[src/rtl/gsc_pkg.sv]
`timescale 1ns / 1ps
`default_nettype none

package gsc_pkg;

  localparam int DEF_NUM_SLOTS = 4;
  localparam int DEF_TIME_BITS = 48;

  localparam int HOLD_W = 48;
  localparam logic [HOLD_W-1:0] HOLD_RESET = 48'd3000000000;

  localparam int ST_WIRED         = 4;
  localparam int ST_WIRELESS      = 5;
  localparam int ST_RUMBLE_POWER  = 2;

  localparam int BTN_X     = 2;
  localparam int BTN_Y     = 3;
  localparam int BTN_START = 0;

  typedef enum logic [1:0] {
    REQ_HARD_STOP = 2'd0,
    REQ_STOP      = 2'd1,
    REQ_RUMBLE    = 2'd2,
    REQ_INVALID   = 2'd3
  } motor_req_t;

  localparam logic [1:0] MOTOR_STOP   = 2'd0;
  localparam logic [1:0] MOTOR_RUMBLE = 2'd1;
  localparam logic [1:0] MOTOR_BRAKE  = 2'd2;

  // axis order: main x, main y, sub x, sub y, left trigger, right trigger
  localparam int NUM_AXES = 6;
  typedef logic [NUM_AXES-1:0][7:0] axes_t;

  // result of the per-slot state lookup and update
  typedef struct packed {
    logic       in_range;
    logic       present;
    axes_t      origin;
    logic [1:0] motor_value;
    logic       motor_changed;
  } slot_res_t;

  function automatic logic [1:0] motor_map(input logic [1:0] req);
    logic [1:0] m;
    unique case (motor_req_t'(req))
      REQ_HARD_STOP: m = MOTOR_BRAKE;
      REQ_STOP:      m = MOTOR_STOP;
      REQ_RUMBLE:    m = MOTOR_RUMBLE;
      default:       m = MOTOR_STOP;
    endcase
    return m;
  endfunction

  function automatic logic [7:0] sat_diff(input logic [7:0] v, input logic [7:0] o);
    logic signed [8:0] d;
    logic [7:0]        r;
    d = $signed({1'b0, v}) - $signed({1'b0, o});
    if (d < -9'sd128)      r = 8'h80;
    else if (d > 9'sd127)  r = 8'h7f;
    else                   r = d[7:0];
    return r;
  endfunction

  function automatic logic [7:0] floor_diff(input logic [7:0] v, input logic [7:0] o);
    return (v > o) ? (v - o) : 8'd0;
  endfunction

endpackage

`default_nettype wire

[src/rtl/gsc_axis_map.sv]
`timescale 1ns / 1ps
`default_nettype none

module gsc_axis_map
  import gsc_pkg::*;
(
  input  wire logic        enable,
  input  wire axes_t       raw,
  input  wire axes_t       origin,
  output logic [3:0][7:0]  sticks,
  output logic [1:0][7:0]  triggers
);

  always_comb begin
    for (int i = 0; i < 4; i++) begin
      sticks[i] = enable ? sat_diff(raw[i], origin[i]) : 8'd0;
    end
    for (int i = 0; i < 2; i++) begin
      triggers[i] = enable ? floor_diff(raw[4+i], origin[4+i]) : 8'd0;
    end
  end

endmodule

`default_nettype wire

[src/rtl/gsc_slot_state.sv]
`timescale 1ns / 1ps
`default_nettype none

module gsc_slot_state
  import gsc_pkg::*;
#(
  parameter int NUM_SLOTS = DEF_NUM_SLOTS,
  parameter int TIME_BITS = DEF_TIME_BITS
) (
  input  wire logic                 clk,
  input  wire logic                 rst,
  input  wire logic                 en,
  input  wire logic [1:0]           slot,
  input  wire logic [7:0]           status_byte,
  input  wire logic [7:0]           buttons_low,
  input  wire logic [7:0]           buttons_high,
  input  wire axes_t                raw,
  input  wire logic [TIME_BITS-1:0] time_now,
  input  wire logic [1:0]           motor_request,
  input  wire logic [HOLD_W-1:0]    hold_time,
  output slot_res_t                 res
);

  localparam int SIW   = (NUM_SLOTS > 1) ? $clog2(NUM_SLOTS) : 1;
  localparam int CMP_W = (TIME_BITS > HOLD_W) ? TIME_BITS : HOLD_W;

  logic                 slot_present [NUM_SLOTS];
  logic                 combo_held   [NUM_SLOTS];
  logic [TIME_BITS-1:0] combo_start  [NUM_SLOTS];
  logic [1:0]           motor_byte   [NUM_SLOTS];
  axes_t                origin_mem   [NUM_SLOTS];

  logic [SIW-1:0]       idx;
  logic                 in_range;
  logic                 pres;
  logic                 combo;
  logic [TIME_BITS-1:0] elapsed;
  logic                 expired;
  logic                 capture;
  logic                 held_next;
  logic [TIME_BITS-1:0] start_next;
  logic [1:0]           mv;
  logic                 wr;

  always_comb begin
    in_range = 32'(slot) < NUM_SLOTS;
    idx      = in_range ? SIW'(slot) : '0;
    pres     = status_byte[ST_WIRED] | status_byte[ST_WIRELESS];
    combo    = buttons_low[BTN_X] & buttons_low[BTN_Y] & buttons_high[BTN_START];
    elapsed  = time_now - combo_start[idx];
    expired  = CMP_W'(elapsed) >= CMP_W'(hold_time);
    capture  = pres & (~slot_present[idx] | (combo & combo_held[idx] & expired));

    held_next  = pres & combo;
    start_next = combo_start[idx];
    if (!pres || !combo) begin
      start_next = '0;
    end else if (!combo_held[idx] || expired) begin
      start_next = time_now;
    end

    mv = MOTOR_STOP;
    if (pres && status_byte[ST_RUMBLE_POWER] && !status_byte[ST_WIRELESS]) begin
      mv = motor_map(motor_request);
    end

    wr = en & in_range;

    res.in_range      = in_range;
    res.present       = in_range & pres;
    res.origin        = capture ? raw : origin_mem[idx];
    res.motor_value   = in_range ? mv : MOTOR_STOP;
    res.motor_changed = in_range & (motor_byte[idx] != mv);
  end

  always_ff @(posedge clk) begin
    if (rst) begin
      for (int i = 0; i < NUM_SLOTS; i++) begin
        slot_present[i] <= 1'b0;
        combo_held[i]   <= 1'b0;
        combo_start[i]  <= '0;
        motor_byte[i]   <= MOTOR_STOP;
      end
    end else if (wr) begin
      slot_present[idx] <= pres;
      combo_held[idx]   <= held_next;
      combo_start[idx]  <= start_next;
      motor_byte[idx]   <= mv;
    end
  end

  always_ff @(posedge clk) begin
    if (wr && capture) begin
      origin_mem[idx] <= raw;
    end
  end

endmodule

`default_nettype wire

[src/rtl/gamepad_slot_calibrator_unit.sv]
`timescale 1ns / 1ps
`default_nettype none

// Controller slot calibrator. Each transfer on the input channel carries one
// slot record and yields exactly one result, in order. A record is held in an
// input register, then the per-slot state lookup, origin correction and motor
// selection run combinationally into the result register, so a new record is
// taken every cycle and results leave at one per cycle while out_ready stays
// high. A slot's origin is captured on a present record after an absent one
// or after reset, and again after X, Y and Start have been held for hold_time
// time units (the user writes it through the cfg port only while idle, which
// the block does not enforce; reset value 3000000000). Slots at or above
// NUM_SLOTS return all-zero results, bar slot_echo, and leave the state alone.
module gamepad_slot_calibrator_unit
  import gsc_pkg::*;
#(
  parameter int NUM_SLOTS = DEF_NUM_SLOTS,
  parameter int TIME_BITS = DEF_TIME_BITS
) (
  input  wire logic                 clk,
  input  wire logic                 rst,

  input  wire logic                 cfg_valid,
  output logic                      cfg_ready,
  input  wire logic [HOLD_W-1:0]    cfg_data,

  input  wire logic                 in_valid,
  output logic                      in_ready,
  input  wire logic [1:0]           slot,
  input  wire logic [7:0]           status_byte,
  input  wire logic [7:0]           buttons_low,
  input  wire logic [7:0]           buttons_high,
  input  wire logic [7:0]           main_x_raw,
  input  wire logic [7:0]           main_y_raw,
  input  wire logic [7:0]           sub_x_raw,
  input  wire logic [7:0]           sub_y_raw,
  input  wire logic [7:0]           left_trigger_raw,
  input  wire logic [7:0]           right_trigger_raw,
  input  wire logic [TIME_BITS-1:0] time_now,
  input  wire logic [1:0]           motor_request,

  output logic                      out_valid,
  input  wire logic                 out_ready,
  output logic [1:0]                slot_echo,
  output logic                      present,
  output logic                      wireless,
  output logic [11:0]               buttons,
  output logic signed [7:0]         main_x,
  output logic signed [7:0]         main_y,
  output logic signed [7:0]         sub_x,
  output logic signed [7:0]         sub_y,
  output logic [7:0]                left_trigger,
  output logic [7:0]                right_trigger,
  output logic [1:0]                motor_value,
  output logic                      motor_changed
);

  logic [HOLD_W-1:0]    hold_time;

  // input register
  logic                 in_full;
  logic [1:0]           r_slot;
  logic [7:0]           r_status;
  logic [7:0]           r_btn_lo;
  logic [7:0]           r_btn_hi;
  axes_t                r_raw;
  logic [TIME_BITS-1:0] r_time;
  logic [1:0]           r_req;

  logic                 advance;
  logic                 take;
  slot_res_t            sres;
  logic [3:0][7:0]      sticks;
  logic [1:0][7:0]      triggers;

  assign cfg_ready = 1'b1;
  assign advance   = ~out_valid | out_ready;
  assign in_ready  = ~in_full | advance;
  assign take      = in_valid & in_ready;

  always_ff @(posedge clk) begin
    if (rst) begin
      hold_time <= HOLD_RESET;
    end else if (cfg_valid) begin
      hold_time <= cfg_data;
    end
  end

  always_ff @(posedge clk) begin
    if (rst) begin
      in_full <= 1'b0;
    end else if (take) begin
      in_full <= 1'b1;
    end else if (advance) begin
      in_full <= 1'b0;
    end
  end

  always_ff @(posedge clk) begin
    if (take) begin
      r_slot   <= slot;
      r_status <= status_byte;
      r_btn_lo <= buttons_low;
      r_btn_hi <= buttons_high;
      r_raw    <= {right_trigger_raw, left_trigger_raw, sub_y_raw, sub_x_raw,
                   main_y_raw, main_x_raw};
      r_time   <= time_now;
      r_req    <= motor_request;
    end
  end

  gsc_slot_state #(
    .NUM_SLOTS (NUM_SLOTS),
    .TIME_BITS (TIME_BITS)
  ) u_state (
    .clk           (clk),
    .rst           (rst),
    .en            (in_full & advance),
    .slot          (r_slot),
    .status_byte   (r_status),
    .buttons_low   (r_btn_lo),
    .buttons_high  (r_btn_hi),
    .raw           (r_raw),
    .time_now      (r_time),
    .motor_request (r_req),
    .hold_time     (hold_time),
    .res           (sres)
  );

  gsc_axis_map u_axes (
    .enable   (sres.present),
    .raw      (r_raw),
    .origin   (sres.origin),
    .sticks   (sticks),
    .triggers (triggers)
  );

  always_ff @(posedge clk) begin
    if (rst) begin
      out_valid <= 1'b0;
    end else if (advance) begin
      out_valid <= in_full;
    end
  end

  always_ff @(posedge clk) begin
    if (advance && in_full) begin
      slot_echo     <= r_slot;
      present       <= sres.present;
      wireless      <= sres.present & r_status[ST_WIRELESS];
      buttons       <= sres.present ? {r_btn_hi[3:0], r_btn_lo} : 12'd0;
      main_x        <= sticks[0];
      main_y        <= sticks[1];
      sub_x         <= sticks[2];
      sub_y         <= sticks[3];
      left_trigger  <= triggers[0];
      right_trigger <= triggers[1];
      motor_value   <= sres.motor_value;
      motor_changed <= sres.motor_changed;
    end
  end

endmodule

`default_nettype wire
[config.mk]
export PLATFORM = sky130hd
export DESIGN_NAME = gamepad_slot_calibrator_unit
export DESIGN_NICKNAME = d
export VERILOG_FILES = /design/src/rtl/gsc_pkg.sv /design/src/rtl/gsc_axis_map.sv /design/src/rtl/gsc_slot_state.sv /design/src/rtl/gamepad_slot_calibrator_unit.sv
export SDC_FILE = /design/constraint.sdc
export NUM_CORES = 1
export LEC_CHECK = 0
export ABC_CLOCK_PERIOD_IN_PS = 9700
export BUFFER_PORTS_ARGS = -buffer_cell sky130_fd_sc_hd__buf_2
export CORE_MARGIN = 5
export CORE_UTILIZATION = 55
export DETAILED_ROUTE_END_ITERATION = 10
export HOLD_SLACK_MARGIN = 0.15
export PLACE_DENSITY_LB_ADDON = 0.05
export SYNTH_ARGS = -nofsm -noshare
export SYNTH_HDL_FRONTEND = slang
export SYNTH_SLANG_ARGS = --single-unit
[constraint.sdc]
create_clock -name clk -period 9.7 [get_ports clk]
set_input_delay 2.91 -clock clk [delete_from_list [all_inputs] [get_ports clk]]
set_output_delay 2.91 -clock clk [all_outputs]
set_load 0.01 [all_outputs]
==> flow_summary.json <==
{
  "firstDrtPassIters": 6,
  "final_common_cell": "edfxtp_1",
  "min_period_ns": 8.866,
  "cpMaxStageDelayCell": "dfxtp_4",
  "area_growth_pct": 13.71,
  "clockBufferDepth": 3,
  "cts_tree": "yes",
  "htreeDepth": 3,
  "track_usage_pct": 22.72,
  "final.setup.worst_slack_ns": 0.8338,
  "clk_pin_slew_worst_paths_ns": 0.06,
  "async_flop_share_pct": 0,
  "coreArea_um2": 54880,
  "reg2reg_to": "main_x[1]",
  "synth_top_family_by_area": "multiplexers",
  "layout_common_cells": "edfxtp_1, nor2_1, buf_2",
  "dp_cells": 3065,
  "num_rows": 86,
  "antenna_left": 0,
  "reg2reg_setup_slack_ns": 0.83,
  "nNetsFinal": 2758,
  "nFillCells": 4238,
  "crit_fanout": 24,
  "worstPathArrival_ns": 9.19,
  "multi_input_area_um2": 10920,
  "ctsHoldBuffers": 0,
  "synthAdderAreaFrac_pct": 6.360,
  "fin_tns_setup_ns": 0,
  "maxCapViolCount": 0,
  "wirelength_mm": 68.01,
  "initial_core_util_pct": 55.28,
  "route.detailed.drc": 0,
  "yosys.area_share.simple_pct": 7.478,
  "viasPerCell": 5.733,
  "drv_slew": 0,
  "place.gp.congestion": 0.8552,
  "clock_sinks": 634,
  "fin_skew_ns": 0.02076,
  "clock_latency_ns": 0.61,
  "grt_pass1_wl_mm": 106.0,
  "syn_inst": 2181,
  "ios": 247,
  "synth_seq_cells": 634,
  "instances_no_fill": 3189,
  "finalSetupViolations": 0,
  "die-area_um2": 59950,
  "pre_cts_ws_ns": 0.6858,
  "slew_headroom_pct": 35.05,
  "worst_pin_slew_ns": 0.9742,
  "clock.fmax_ghz": 0.1128,
  "die_h_um": 244.9,
  "hpwl_mm": 44.70,
  "synth_area_um2": 30340,
  "synth_xor_area_share_pct": 1.905,
  "antenna_found_initial": 3,
  "cts_repair_resize_count": 0,
  "avgSynthCellArea_um2": 13.91,
  "first_iter_violations": 1103,
  "grt_max_degree": 70,
  "ys_types": 68,
  "grt_pass1_vias": 18880,
  "fin_crit_sh_pct": 91.40,
  "outcome": "finished, final reports clean",
  "crit_path_end_kind": "register",
  "cts_setup_buffers": 0,
  "max_stage_delay_ns": 0.71,
  "hold_viol": 0,
  "crit_type": "register to register",
  "synth-edff-count": 582,
  "leakagePower_nw": 13.66,
  "synthMuxAreaShare_pct": 12.95,
  "hold_ws_ns": 0.4935,
  "ys_warn_count": 0,
  "synthesis.nets": 2508,
  "ff_latch_area_um2": 18530,
  "r2r_cells": 34,
  "worst_ep_required_time_ns": 10.02,
  "cts_buffers": 68,
  "hp-class": "register to register",
  "ys_seq_area_share_pct": 61.04,
  "portBuffers": 236,
  "synthFlopType": "edfxtp_1",
  "synth_compound_gate_area_share_pct": 6.950,
  "cts-root-buf": "clkbuf_16",
  "via_count": 18280,
  "drive_gt1_share_pct": 21.34,
  "overflow": 0,
  "wl_per_cell_um": 21.33,
  "endpoint": "main_x[1]",
  "cp-start-kind": "register",
  "peakVddDrop_mv": 0.1516,
  "power.density_nw_per_um2": 201.4,
  "die_w_um": 244.9,
  "post-route-util_pct": 62.86
}
## stage by stage
step / instance area, um2 / total power [W]
2_1_floorplan: 30340 / 0.004203
3_3_place_gp: 32380 / 0.004528
3_5_place_dp: 32380 / 0.004559
4_1_cts: 34480 / 0.007014
5_1_grt: 34490 / 0.007281
6_report: 34500 / 0.006947
## worst max-delay path: cells and delay by family (launching register included)
| kind | cells | cell delay [ns] |
|---|---|---|
| compound gates | 17 | 3.47 |
| xor+xnor | 1 | 0.12 |
| mux | 3 | 1.25 |
| simple gates | 6 | 1.59 |
| fa+ha+maj | 4 | 0.94 |
| buf+inv | 3 | 0.44 |
| flops | 1 | 0.71 |
## state kept, by name, indices dropped and copies added, names as in the netlist, 3 cells and up, named ones only
| signal | cells |
|---|---|
| u_state.origin_mem | 192 |
| main_x | 8 |
| r_btn_lo | 8 |
| r_btn_hi | 4 |
| r_time | 48 |
| buttons | 12 |
| r_raw | 48 |
| sub_y | 8 |
| right_trigger | 8 |
| main_y | 8 |
| u_state.slot_present | 4 |
| u_state.combo_held | 4 |
| sub_x | 8 |
| u_state.motor_byte | 8 |
| r_status | 3 |
| hold_time | 48 |
| left_trigger | 8 |
| u_state.combo_start | 192 |
## cell type report
cell class              instances  area share (%)
inverters                     159           1.737
flip-flops and latches        634           53.70
well taps                     704           2.553
repair buffers                273           4.273
clock inverters                35          0.7254
diodes                          1        0.007254
clock buffers                  88           5.361
multi-input cells            1295           31.64
## layer usage
metal  GRT usage (%)  vias to the layer above  wire length (um)
met5               0                        -                13
met4           6.667                        2              1925
met3           4.508                      118              3635
met2           39.02                      496             33970
met1           29.70                     9041             28460
li1                -                     8624                 -
## worst min path at each step
| stage | slack [ns] | startpoint | cells past startpoint | end |
|---|---|---|---|---|
| finish | 0.49 | hold_time[39] | 2 | hold_time[39] |
| global route | 0.52 | hold_time[20] | 2 | hold_time[20] |
| CTS | 0.50 | r_status[5] | 0 | wireless |
| detailed placement | 0.48 | r_status[5] | 0 | wireless |
| global placement | 0.47 | r_status[5] | 0 | wireless |
| floorplan | 0.46 | hold_time[13] | 2 | hold_time[13] |
## where the power goes
group | leakage (nW) | internal [W] | total [W] | switching, W
logic | 6.54 | 0.000571 | 0.00131 | 0.000738
registers | 6.08 | 0.00312 | 0.00319 | 0.0000700
clock network | 1.03 | 0.00141 | 0.00244 | 0.00104
## cell families (layout without fill, tap and decap cells)
family | Yosys count | after routing
muxes | 241 | 241
xor gates and xnor gates | 66 | 66
DFF | 634 | 634
and+or+nand+nor | 514 | 514
buffers and inverters | 252 | 555
adders and majority gates | 150 | 150
AOI/OAI and AO/OA | 323 | 323
other | 1 | 2
## synthesized netlist by cell type (all sizes together), types with 28 or more instances
cell	number	area (um2)
clkbuf	65	244.0
a21oi	109	549.3
xnor2	45	394.1
mux4	100	2252
buf	28	161.4
mux2i	129	1541
nor2	292	1096
nand2	80	300.3
inv	158	593.1
a21o	64	480.5
ha	143	1789
dfxtp	52	1041
edfxtp	582	17480
o21ai	54	270.3
nand4	28	175.2
Note: power is estimated with default switching activity, not from simulation.
